[src/hdl/stkundo_pkg.sv]
package stkundo_pkg;

  // Store geometry.
  localparam int MAIN_DEPTH    = 8;
  localparam int HISTORY_DEPTH = 128;
  localparam int DATA_WIDTH    = 32;

  localparam int MAIN_AW    = (MAIN_DEPTH > 1) ? $clog2(MAIN_DEPTH) : 1;
  localparam int HIST_AW    = (HISTORY_DEPTH > 1) ? $clog2(HISTORY_DEPTH) : 1;
  localparam int MAIN_CNT_W = $clog2(MAIN_DEPTH + 1);
  localparam int HIST_CNT_W = $clog2(HISTORY_DEPTH + 1);

  // Fixed field widths of the ports.
  localparam int OP_W       = 2;
  localparam int STATUS_W   = 3;
  localparam int DEPTH_W    = 4;
  localparam int MCAP_W     = 4;
  localparam int HCAP_W     = 8;
  localparam int CFG_IDX_W  = 2;
  localparam int CFG_DATA_W = 8;

  typedef logic [DATA_WIDTH-1:0] data_t;
  typedef logic [MAIN_CNT_W-1:0] main_cnt_t;
  typedef logic [HIST_CNT_W-1:0] hist_cnt_t;
  typedef logic [MAIN_AW-1:0]    main_addr_t;
  typedef logic [HIST_AW-1:0]    hist_addr_t;
  typedef logic [STATUS_W-1:0]   status_t;
  typedef logic [OP_W-1:0]       op_t;

  // Operation codes.
  localparam op_t OP_PUSH = 2'd0;
  localparam op_t OP_POP  = 2'd1;
  localparam op_t OP_UNDO = 2'd2;
  localparam op_t OP_SHOW = 2'd3;

  // Result status codes.
  localparam status_t ST_OK        = 3'd0;
  localparam status_t ST_OVERFLOW  = 3'd1;
  localparam status_t ST_EMPTY     = 3'd2;
  localparam status_t ST_NO_UNDO   = 3'd3;
  localparam status_t ST_HIST_FULL = 3'd4;

  // Configuration register indexes and reset values.
  localparam logic [CFG_IDX_W-1:0] CFG_MAIN_CAP = 2'd0;
  localparam logic [CFG_IDX_W-1:0] CFG_HIST_CAP = 2'd1;
  localparam logic [MCAP_W-1:0]    MAIN_CAP_RESET = 4'd5;
  localparam logic [HCAP_W-1:0]    HIST_CAP_RESET = 8'd100;

endpackage

[src/hdl/stack_with_pop_undo.sv]
// Push and any refused operation: result in the output register in the cycle after input transfer.
// Pop and undo: memory read, then write-back of the moved word and result once the output is free.
// Display: one result per stacked entry; after a first read, each result starts the next read.
// A push or refused item every cycle unless the output stalls; pop, undo and display stall the input.
// Reset (rst_n low, synchronous) empties both stacks and restores the capacities to 5 and 100;
// the store contents are not cleared and are only ever read after being written.
module stack_with_pop_undo (
  input  logic        clk,
  input  logic        rst_n,
  // Input channel.
  input  logic        in_valid,
  output logic        in_stall,
  input  logic [1:0]  in_operation,
  input  logic signed [31:0] in_value,
  // Result channel.
  output logic        out_valid,
  input  logic        out_stall,
  output logic signed [31:0] out_data,
  output logic [2:0]  out_status,
  output logic [3:0]  out_depth_now,
  output logic        out_last,
  // Configuration write channel.
  input  logic        cfg_valid,
  output logic        cfg_ready,
  input  logic [1:0]  cfg_index,
  input  logic [7:0]  cfg_wdata
);

  // Sequencer states. IDLE takes a new item; the others finish an item whose
  // memory read was already issued.
  localparam logic [1:0] S_IDLE = 2'd0;
  localparam logic [1:0] S_POP  = 2'd1;
  localparam logic [1:0] S_UNDO = 2'd2;
  localparam logic [1:0] S_SHOW = 2'd3;

  logic [1:0] state_r, state_nxt;

  stkundo_pkg::main_cnt_t main_count_r, main_count_nxt;
  stkundo_pkg::hist_cnt_t hist_count_r, hist_count_nxt;
  stkundo_pkg::main_cnt_t show_idx_r, show_idx_nxt;

  logic [stkundo_pkg::MCAP_W-1:0] main_cap_r;
  logic [stkundo_pkg::HCAP_W-1:0] hist_cap_r;

  // Output register.
  logic                     out_valid_r, out_valid_nxt;
  stkundo_pkg::data_t       out_data_r, out_data_nxt;
  stkundo_pkg::status_t     out_status_r, out_status_nxt;
  stkundo_pkg::main_cnt_t   out_depth_r, out_depth_nxt;
  logic                     out_last_r, out_last_nxt;

  // Main store: one write port and one registered read port.
  stkundo_pkg::data_t     main_mem [stkundo_pkg::MAIN_DEPTH];
  logic                   main_we, main_re;
  stkundo_pkg::main_addr_t main_waddr, main_raddr;
  stkundo_pkg::data_t     main_wdata;
  stkundo_pkg::data_t     main_rd_r;

  // History store: same organization.
  stkundo_pkg::data_t     hist_mem [stkundo_pkg::HISTORY_DEPTH];
  logic                   hist_we, hist_re;
  stkundo_pkg::hist_addr_t hist_waddr, hist_raddr;
  stkundo_pkg::data_t     hist_wdata;
  stkundo_pkg::data_t     hist_rd_r;

  stkundo_pkg::main_cnt_t main_cap_eff;
  stkundo_pkg::hist_cnt_t hist_cap_eff;
  stkundo_pkg::main_cnt_t main_dec;
  stkundo_pkg::hist_cnt_t hist_dec;
  stkundo_pkg::main_cnt_t main_inc;
  logic                   main_full, hist_full;
  logic                   out_free, in_xfer;

  // Effective capacities: zero acts as one, anything above the store depth
  // acts as the depth.
  always_comb begin
    if (main_cap_r == '0) begin
      main_cap_eff = stkundo_pkg::MAIN_CNT_W'(1);
    end else if (int'(main_cap_r) > stkundo_pkg::MAIN_DEPTH) begin
      main_cap_eff = stkundo_pkg::MAIN_CNT_W'(stkundo_pkg::MAIN_DEPTH);
    end else begin
      main_cap_eff = stkundo_pkg::MAIN_CNT_W'(main_cap_r);
    end
    if (hist_cap_r == '0) begin
      hist_cap_eff = stkundo_pkg::HIST_CNT_W'(1);
    end else if (int'(hist_cap_r) > stkundo_pkg::HISTORY_DEPTH) begin
      hist_cap_eff = stkundo_pkg::HIST_CNT_W'(stkundo_pkg::HISTORY_DEPTH);
    end else begin
      hist_cap_eff = stkundo_pkg::HIST_CNT_W'(hist_cap_r);
    end
  end

  // A lowered capacity can leave the count above it; the compare covers that.
  assign main_full = (main_count_r >= main_cap_eff);
  assign hist_full = (hist_count_r >= hist_cap_eff);
  assign main_dec  = main_count_r - 1'b1;
  assign hist_dec  = hist_count_r - 1'b1;
  assign main_inc  = main_count_r + 1'b1;

  // The output register can take a new result when it is empty or its
  // current result transfers in this cycle.
  assign out_free = !out_valid_r || !out_stall;
  assign in_stall = (state_r != S_IDLE) || !out_free;
  assign in_xfer  = in_valid && !in_stall;

  // The user must issue configuration writes only while the block is idle; the block itself does not enforce this.
  assign cfg_ready = 1'b1;

  always_comb begin
    state_nxt      = state_r;
    main_count_nxt = main_count_r;
    hist_count_nxt = hist_count_r;
    show_idx_nxt   = show_idx_r;

    out_valid_nxt  = out_valid_r && out_stall;
    out_data_nxt   = out_data_r;
    out_status_nxt = out_status_r;
    out_depth_nxt  = out_depth_r;
    out_last_nxt   = out_last_r;

    main_we    = 1'b0;
    main_re    = 1'b0;
    main_waddr = main_count_r[stkundo_pkg::MAIN_AW-1:0];
    main_raddr = main_dec[stkundo_pkg::MAIN_AW-1:0];
    main_wdata = in_value;
    hist_we    = 1'b0;
    hist_re    = 1'b0;
    hist_waddr = hist_count_r[stkundo_pkg::HIST_AW-1:0];
    hist_raddr = hist_dec[stkundo_pkg::HIST_AW-1:0];
    hist_wdata = main_rd_r;

    case (state_r)
      S_IDLE: begin
        if (in_xfer) begin
          out_data_nxt  = '0;
          out_last_nxt  = 1'b1;
          out_depth_nxt = main_count_r;
          case (in_operation)
            stkundo_pkg::OP_PUSH: begin
              out_valid_nxt = 1'b1;
              if (main_full) begin
                out_status_nxt = stkundo_pkg::ST_OVERFLOW;
              end else begin
                main_we        = 1'b1;
                main_count_nxt = main_inc;
                out_depth_nxt  = main_inc;
                out_status_nxt = stkundo_pkg::ST_OK;
              end
            end
            stkundo_pkg::OP_POP: begin
              if (main_count_r == '0) begin
                out_valid_nxt  = 1'b1;
                out_status_nxt = stkundo_pkg::ST_EMPTY;
              end else begin
                main_re        = 1'b1;
                main_count_nxt = main_dec;
                state_nxt      = S_POP;
              end
            end
            stkundo_pkg::OP_UNDO: begin
              if (hist_count_r == '0 || main_full) begin
                out_valid_nxt  = 1'b1;
                out_status_nxt = stkundo_pkg::ST_NO_UNDO;
              end else begin
                hist_re        = 1'b1;
                hist_count_nxt = hist_dec;
                state_nxt      = S_UNDO;
              end
            end
            default: begin
              if (main_count_r == '0) begin
                out_valid_nxt  = 1'b1;
                out_status_nxt = stkundo_pkg::ST_EMPTY;
              end else begin
                main_re      = 1'b1;
                show_idx_nxt = main_dec;
                state_nxt    = S_SHOW;
              end
            end
          endcase
        end
      end

      S_POP: begin
        // The popped word is in main_rd_r; record it unless the history is full.
        if (out_free) begin
          out_valid_nxt = 1'b1;
          out_data_nxt  = main_rd_r;
          out_depth_nxt = main_count_r;
          out_last_nxt  = 1'b1;
          if (hist_full) begin
            out_status_nxt = stkundo_pkg::ST_HIST_FULL;
          end else begin
            hist_we        = 1'b1;
            hist_count_nxt = hist_count_r + 1'b1;
            out_status_nxt = stkundo_pkg::ST_OK;
          end
          state_nxt = S_IDLE;
        end
      end

      S_UNDO: begin
        // The restored word is in hist_rd_r; push it back onto the main stack.
        if (out_free) begin
          main_we        = 1'b1;
          main_wdata     = hist_rd_r;
          main_count_nxt = main_inc;
          out_valid_nxt  = 1'b1;
          out_data_nxt   = hist_rd_r;
          out_status_nxt = stkundo_pkg::ST_OK;
          out_depth_nxt  = main_inc;
          out_last_nxt   = 1'b1;
          state_nxt      = S_IDLE;
        end
      end

      S_SHOW: begin
        // Each cycle with room at the output emits the entry just read and
        // starts the read of the one below it, if any. The read register holds while
        // the output is stalled because no new read is issued.
        if (out_free) begin
          out_valid_nxt  = 1'b1;
          out_data_nxt   = main_rd_r;
          out_status_nxt = stkundo_pkg::ST_OK;
          out_depth_nxt  = main_count_r;
          out_last_nxt   = (show_idx_r == '0);
          if (show_idx_r == '0) begin
            state_nxt = S_IDLE;
          end else begin
            main_re      = 1'b1;
            main_raddr   = stkundo_pkg::MAIN_AW'(show_idx_r - 1'b1);
            show_idx_nxt = show_idx_r - 1'b1;
          end
        end
      end

      default: begin
        state_nxt = S_IDLE;
      end
    endcase
  end

  always_ff @(posedge clk) begin
    if (!rst_n) begin
      state_r      <= S_IDLE;
      main_count_r <= '0;
      hist_count_r <= '0;
      show_idx_r   <= '0;
      out_valid_r  <= 1'b0;
      main_cap_r   <= stkundo_pkg::MAIN_CAP_RESET;
      hist_cap_r   <= stkundo_pkg::HIST_CAP_RESET;
    end else begin
      state_r      <= state_nxt;
      main_count_r <= main_count_nxt;
      hist_count_r <= hist_count_nxt;
      show_idx_r   <= show_idx_nxt;
      out_valid_r  <= out_valid_nxt;
      if (cfg_valid && cfg_ready) begin
        if (cfg_index == stkundo_pkg::CFG_MAIN_CAP) begin
          main_cap_r <= cfg_wdata[stkundo_pkg::MCAP_W-1:0];
        end else if (cfg_index == stkundo_pkg::CFG_HIST_CAP) begin
          hist_cap_r <= cfg_wdata[stkundo_pkg::HCAP_W-1:0];
        end
      end
    end
  end

  // Output payload needs no reset.
  always_ff @(posedge clk) begin
    out_data_r   <= out_data_nxt;
    out_status_r <= out_status_nxt;
    out_depth_r  <= out_depth_nxt;
    out_last_r   <= out_last_nxt;
  end

  always_ff @(posedge clk) begin
    if (main_we) begin
      main_mem[main_waddr] <= main_wdata;
    end
    if (main_re) begin
      main_rd_r <= main_mem[main_raddr];
    end
  end

  always_ff @(posedge clk) begin
    if (hist_we) begin
      hist_mem[hist_waddr] <= hist_wdata;
    end
    if (hist_re) begin
      hist_rd_r <= hist_mem[hist_raddr];
    end
  end

  assign out_valid     = out_valid_r;
  assign out_data      = out_data_r;
  assign out_status    = out_status_r;
  assign out_depth_now = stkundo_pkg::DEPTH_W'(out_depth_r);
  assign out_last      = out_last_r;

  // The main stack never holds more entries than the store has.
  a_main_bound: assert property (@(posedge clk) disable iff (!rst_n)
    int'(main_count_r) <= stkundo_pkg::MAIN_DEPTH)
    else $error("main stack count beyond store depth");

  // The history never holds more entries than the store has.
  a_hist_bound: assert property (@(posedge clk) disable iff (!rst_n)
    int'(hist_count_r) <= stkundo_pkg::HISTORY_DEPTH)
    else $error("history count beyond store depth");

  // No new item is taken while one is still in work.
  a_busy_stall: assert property (@(posedge clk) disable iff (!rst_n)
    (state_r != S_IDLE) |-> in_stall)
    else $error("input accepted while busy");

  // A push always leaves its result in the output register in the next cycle.
  a_push_result: assert property (@(posedge clk) disable iff (!rst_n)
    (in_xfer && in_operation == stkundo_pkg::OP_PUSH) |=> (out_valid_r && out_last_r))
    else $error("push produced no result");

  // Pop and undo finish with a single last result and return to idle.
  a_pop_finish: assert property (@(posedge clk) disable iff (!rst_n)
    ((state_r == S_POP || state_r == S_UNDO) && out_free) |=>
      (state_r == S_IDLE && out_valid_r && out_last_r))
    else $error("pop or undo did not complete");

endmodule
[config.mk]
export PLATFORM = sky130hd
export DESIGN_NAME = stack_with_pop_undo
export DESIGN_NICKNAME = d
export VERILOG_FILES = /design/src/hdl/stkundo_pkg.sv /design/src/hdl/stack_with_pop_undo.sv
export SDC_FILE = /design/constraint.sdc
export NUM_CORES = 2
export LEC_CHECK = 0
export BUFFER_PORTS_ARGS = -buffer_cell sky130_fd_sc_hd__buf_2
export CAP_MARGIN = 10
export CORE_MARGIN = 4
export CORE_UTILIZATION = 45
export CTS_CLUSTER_DIAMETER = 30
export CTS_CLUSTER_SIZE = 12
export DETAILED_ROUTE_END_ITERATION = 8
export PLACE_DENSITY_LB_ADDON = 0.12
export SLEW_MARGIN = 0
export SYNTH_ARGS = -nofsm -noshare
export SYNTH_HDL_FRONTEND = slang
export SYNTH_MEMORY_MAX_BITS = 65536
export SYNTH_SLANG_ARGS = --single-unit
[constraint.sdc]
create_clock -name clk -period 5.4 [get_ports clk]
set_input_delay 0.27 -clock clk [delete_from_list [all_inputs] [get_ports clk]]
set_output_delay 0.27 -clock clk [all_outputs]
set_load 0.02 [all_outputs]
[After elaboration in Yosys (flattened, before gate mapping)]
Memory sizes are Yosys's and may differ from the RTL's. A register that Yosys moved wholly into a read port is not among the register bits.
Index checks and enable logic that the tools add are counted.
Word-level totals
  bits in registers: 71
  memory bits (writable): 4352
  output and inout port bits: 43
  word-level logic and storage cells: 170
  memories kept: 2
Operators by class
  add/subtract/negate cells: 5
  order comparisons: 4
  equality and inequality tests: 27
  muxes and demuxes: 84
  bitwise operators: 1
  reduce and logical (&&, ||, !) cells: 36
Memory list
  hist_mem: depth 128, width 32, rd ports 1, clocked after Yosys merged registers in 1, write ports 1, line stack_with_pop_undo.sv:60  | stkundo_pkg::data_t hist_mem [stkundo_pkg::HISTORY_DEPTH];
  main_mem: depth 8, width 32, rd ports 1, clocked after Yosys merged registers in 1, write ports 1, line stack_with_pop_undo.sv:53  | stkundo_pkg::data_t main_mem [stkundo_pkg::MAIN_DEPTH];
Operator list (number)
  32-bit 2-to-1 mux: 5
  32-bit one-hot mux with 3 select lines: 1
  8-bit 2-to-1 mux: 7
  4-bit 2-to-1 mux: 13
  1-bit 2-to-1 mux: 28
  3-bit 2-to-1 mux: 9
  4-bit one-hot mux with 2 select lines: 3
  2-bit inequality test, second input constant: 11
  8-bit logical NOT: 2
  8-bit one-hot mux with 2 select lines: 1
  2-bit 2-to-1 mux: 7
  4-bit logical NOT: 3
  2-bit one-hot mux with 3 select lines: 2
  4-bit one-hot mux with 3 select lines: 1
  6-bit AND reduction: 2
  5-bit AND reduction: 2
  3-bit inequality test, second input constant: 3
  3-bit one-hot mux with 3 select lines: 1
  3-bit AND reduction: 3
  8-bit by 1-bit adder with 8-bit output, second input constant: 1
  8-bit greater-or-equal comparator: 1
  8-bit > comparator, second input constant: 1
  2-bit by 1-bit inequality test with 1-bit output, second input constant: 4
  1-bit one-hot mux with 2 select lines: 4
  22 further kinds: 42

[Longest topological paths before layout]
  depth after elaboration: 10
  depth in mapped cells: 19
  gate-level depth less buffers: 10

[Worst setup path after synthesis]
Ideal clock, no wire load.
  kind: register to register
  start point: reg hist_count_r[0]
  end point: mem hist_mem[123][0] (netlist bit) (enable)
  library setup time: 0.421 ns
  arrival time: 4.710 ns
  setup slack: 0.269 ns
  stages on the path, launching flop included: 16
  cell sequence: dfxtp_1 buf_2 buf_2 buf_2 buf_2 inv_1 clkbuf_1 buf_1 ha_1 nand2b_1 a21oi_1 o21ai_0 a21oi_1 nand4b_1 clkbuf_1 nor2_1
On the way
  cells in the longest elaborated chain, start to end: 6
RTL lines
  start, declared: line stack_with_pop_undo.sv:39  | stkundo_pkg::hist_cnt_t hist_count_r, hist_count_nxt;
  start signal, assigned: line stack_with_pop_undo.sv:255  | hist_count_r <= hist_count_nxt;
  8-bit greater-or-equal comparator: line stack_with_pop_undo.sv:95  | assign hist_full = (hist_count_r >= hist_cap_eff);
  1-bit 2-to-1 mux: line stack_with_pop_undo.sv:191  | if (hist_full) begin
  1-bit 2-to-1 mux: line stack_with_pop_undo.sv:186  | if (out_free) begin
  1-bit 2-to-1 mux: line stack_with_pop_undo.sv:132  | case (state_r)
  1-bit 2-to-1 mux: line stack_with_pop_undo.sv:286  | if (hist_we) begin
  1-bit 2-to-1 mux (not written as such): line stack_with_pop_undo.sv:287  | hist_mem[hist_waddr] <= hist_wdata;
  end, declared: line stack_with_pop_undo.sv:60
Parallel ways exist; a longest one is shown, timed or not.

[Worst setup path in the final report]
  start point: reg hist_count_r[1]
  end point: reg hist_rd_r[0], read port of hist_mem (data pin)
On the way
  cells in the longest elaborated chain, start to end: 6
  elaborated cells on any way between the ends: 7
RTL lines
  8-bit logical NOT: line stack_with_pop_undo.sv:161  | if (hist_count_r == '0 || main_full) begin
  1-bit logical OR: line stack_with_pop_undo.sv:161
  1-bit 2-to-1 mux: line stack_with_pop_undo.sv:161
  1-bit 2-to-1 mux: line stack_with_pop_undo.sv:138  | case (in_operation)
  1-bit 2-to-1 mux: line stack_with_pop_undo.sv:134  | if (in_xfer) begin
  1-bit 2-to-1 mux: line stack_with_pop_undo.sv:132
  end, declared: line stack_with_pop_undo.sv:64  | stkundo_pkg::data_t hist_rd_r;
Parallel ways exist; a longest one is shown, timed or not.
A chain may end at the register's enable or synchronous reset.

==> run summary <==
Synth Area per Inst: 21.4 um2
Share of layout cells above drive strength 1: 32.0%
Worst setup margin: 176 ps
RSZ-0062 raised after global routing: false
Max cap viols: 0
Antenna Violating Nets Remaining: 0
Final Hold Fails: 0
Hold path endpoint: hist_cap_r[2]
Post-route DRC violation count: 0
Global-route wire length before repair: 727,000 um
# rows: 227
Pre-CTS setup slack: 280 ps
Outcome: finished, violations left
Die Ht: 628 um
Post-DR vias/cell: 6.08
Grt ovf: 0
Slew @ Worst Pin: 1670 ps
CTS tree: built
Cells after Synth: 8,080
Slew margin rel.: -11.0%
Finished Layout Cells: 14,800
Crit. End Element: flop
Worst Setup Start Kind: flop
Layout area overhead: 23.3%
Overall Global Routing Usage: 26.2%
Clock sink count: 4,487
Final Setup Violations: 0
Final #Nets: 9,057
CP most frequent cell: buf_12
DR pass1 iterations: 6
Max Fclk: 191 MHz
Sequential element share of the synthesized area: 77.7%
Starting Density: 45.2%
Main synth FF type: edfxtp_1
Vias in the first global route: 89,800
Ports: 92
Synth async-reset ratio: 0%
FF-to-FF setup slack: 180 ps
Fill cells: 28,500
Syn nets: 8,151
Worst Skew: 95.1 ps
Num CTS Buffers: 861
Critical path's slowest cell: a32oi_1
Worst path required time: 6150 ps
Post-cts sizing count: 0
Most frequent cell after synthesis: edfxtp_1
Worst R2R Path Depth: 9
Crit Path Max Fanout: 106
FF/Latch Area: 0.134 mm2
Worst Hold Path Cells: 4
Htree depth: 6
Via count: 89,900
Final wirelength: 525,000 um
Hold path startpoint: cfg_index[0]
Number of synthesized flops with an enable pin: 4,456
Critical path class: flop to flop
Dpl cells: 13,100
Routed len/inst: 35.5 um
Worst path max stage delay: 1240 ps
Synth cell count leaders: edfxtp_1, mux4_2, nand2_1
Die area: 0.395 mm2
Synth area leaders: edfxtp_1, mux4_2, mux2i_1
Power per Cell Area: 675 mW/mm2
Flops & latches, synth: 4,487
Placer Congestion: 0.868
CTS root buf: clkbuf_16
Post-DP HPWL: 302,000 um
Clock Latency Late Sink: 1120 ps
Post-CTS Setup Repair Bufs: 0
Failing checks: max-slew violations
Minimum clock period after layout: 5220 ps
IO buf count: 90
Peak VDD IR: 737 uV
CP arrival: 5970 ps
Core area: 0.383 mm2
Area occupied by multi-input gates: 0.0379 mm2
Largest net degree at the start of global routing: 130
Clock Path Buffers: 4
Reg-to-reg startpoint: hist_count_r[1]
Die Width: 628 um
R2r endpoint: hist_rd_r[0]
Yosys cell types: 68
Initial antenna violation count: 37
CP Cell Sequence: inv_1 > ha_4 > buf_12 > buf_12 > mux4_2 > mux2i_1 > a21oi_1 > a32oi_1 > nand4_1
Post-synth top area cell: edfxtp_1
Reg clk slew, reported paths: 50 ps
Leak pwr: 0.0688 uW
1st-iter DRT viols: 13,200
Final Slew Violations: 5
TNS Setup: 0 ps
Period utilization: 96.7%
Synth top area share: 77.3%
Worst min path class: input port to flop
Ys Warns: 0
Synthesized area: 0.173 mm2
==> layout by cell type, fill, tap and decap left out, types with 129 or more instances in the layout <==
cell and count:
clkbuf_16 867, mux4_2 1040, buf_4 279, edfxtp_1 4456, bufinv_16 130, nand3_1 171, clkinv_2 157, nand2_1 617
nor2_4 129, mux2i_1 414
==> sequential cells by signal, summed over array words and instances, names as in the netlist <==
name           flops
hist_mem        4096
hist_cap_r         8
state_r            2
out_data          32
out_valid          1
main_mem         256
out_status         3
show_idx_r         4
hist_rd_r         32
hist_wdata        32
out_depth_now      4
out_last           1
main_count_r       4
main_cap_r         4
hist_count_r       8
==> final cells by class <==
class	count	share of cell area [%]
multi-input combinational	3115	17.7
tap	5038	2.95
sequential	4487	63.0
clock inverter	655	3.78
inverter	17	0.0299
timing repair buffer	504	2.16
antenna	12	0.0141
clock buffer	962	10.3
==> layer usage <==
| metal | up-vias | wire [um] | track usage [%] |
|---|---|---|---|
| met2 | 4842 | 248000 | 40.9 |
| met1 | 48300 | 207000 | 37.0 |
| li1 | 35900 | - | - |
| met4 | 8 | 18800 | 8.75 |
| met3 | 803 | 51200 | 5.69 |
| met5 | - | 50 | 0 |
==> critical path, delay by kind of cell, from the launching register on <==
| kind | cells | cell delay (ps) |
|---|---|---|
| adder cells (fa/ha/maj) | 1 | 410 |
| buffers and inverters | 3 | 830 |
| flip-flops | 1 | 540 |
| AO/OA/AOI/OAI | 2 | 1430 |
| multiplexers | 2 | 1090 |
| AND/OR/NAND/NOR | 1 | 180 |
==> kinds of logic after synthesis <==
logic type / Yosys count / share of synthesized area (%)
AOI/OAI and AO/OA: 372 / 1.55
xor gates and xnor gates: 10 / 0.0506
adders and majority gates: 22 / 0.159
buffers and inverters: 478 / 1.14
DFF: 4487 / 77.7
muxes: 1521 / 16.4
other: 1 / 0.00217
and+or+nand+nor: 1189 / 3.08
==> stage by stage <==
stage,power (uW),utilization [%],hold WS (ps),area [um2]
after floorplan,66600,-,395,173000
after CTS,145000,55.7,34.2,213000
after global placement,90300,47.7,492,183000
final,144000,55.7,83.4,213000
after global routing,148000,55.7,117,213000
after detailed placement,90200,47.7,510,183000
==> worst max path at each step <==
stage	slack, ps	end	start	cells past startpoint
global route	250	hist_rd_r[26]	hist_count_r[1]	9
finish	180	hist_rd_r[0]	hist_count_r[1]	9
global placement	5	hist_rd_r[25]	hist_count_r[1]	9
floorplan	270	hist_mem[123][0]	hist_count_r[0]	15
detailed placement	280	hist_rd_r[26]	hist_count_r[1]	9
CTS	280	hist_rd_r[19]	hist_count_r[1]	9
==> report_power, final <==
group | leakage, uW | total [uW] | switching, uW | internal, uW
Clock | 0.0144 | 54300 | 18500 | 35800
Sequential | 0.0404 | 40700 | 590 | 40100
Combinational | 0.0140 | 49100 | 33100 | 16000
==> repair_timing <==
item | in CTS | in global routing
hold endpoints to repair | 329 | 0
setup endpoints to repair | 0 | 0
hold buffers | 58 | 0
Power figures use the tool's default switching activity.
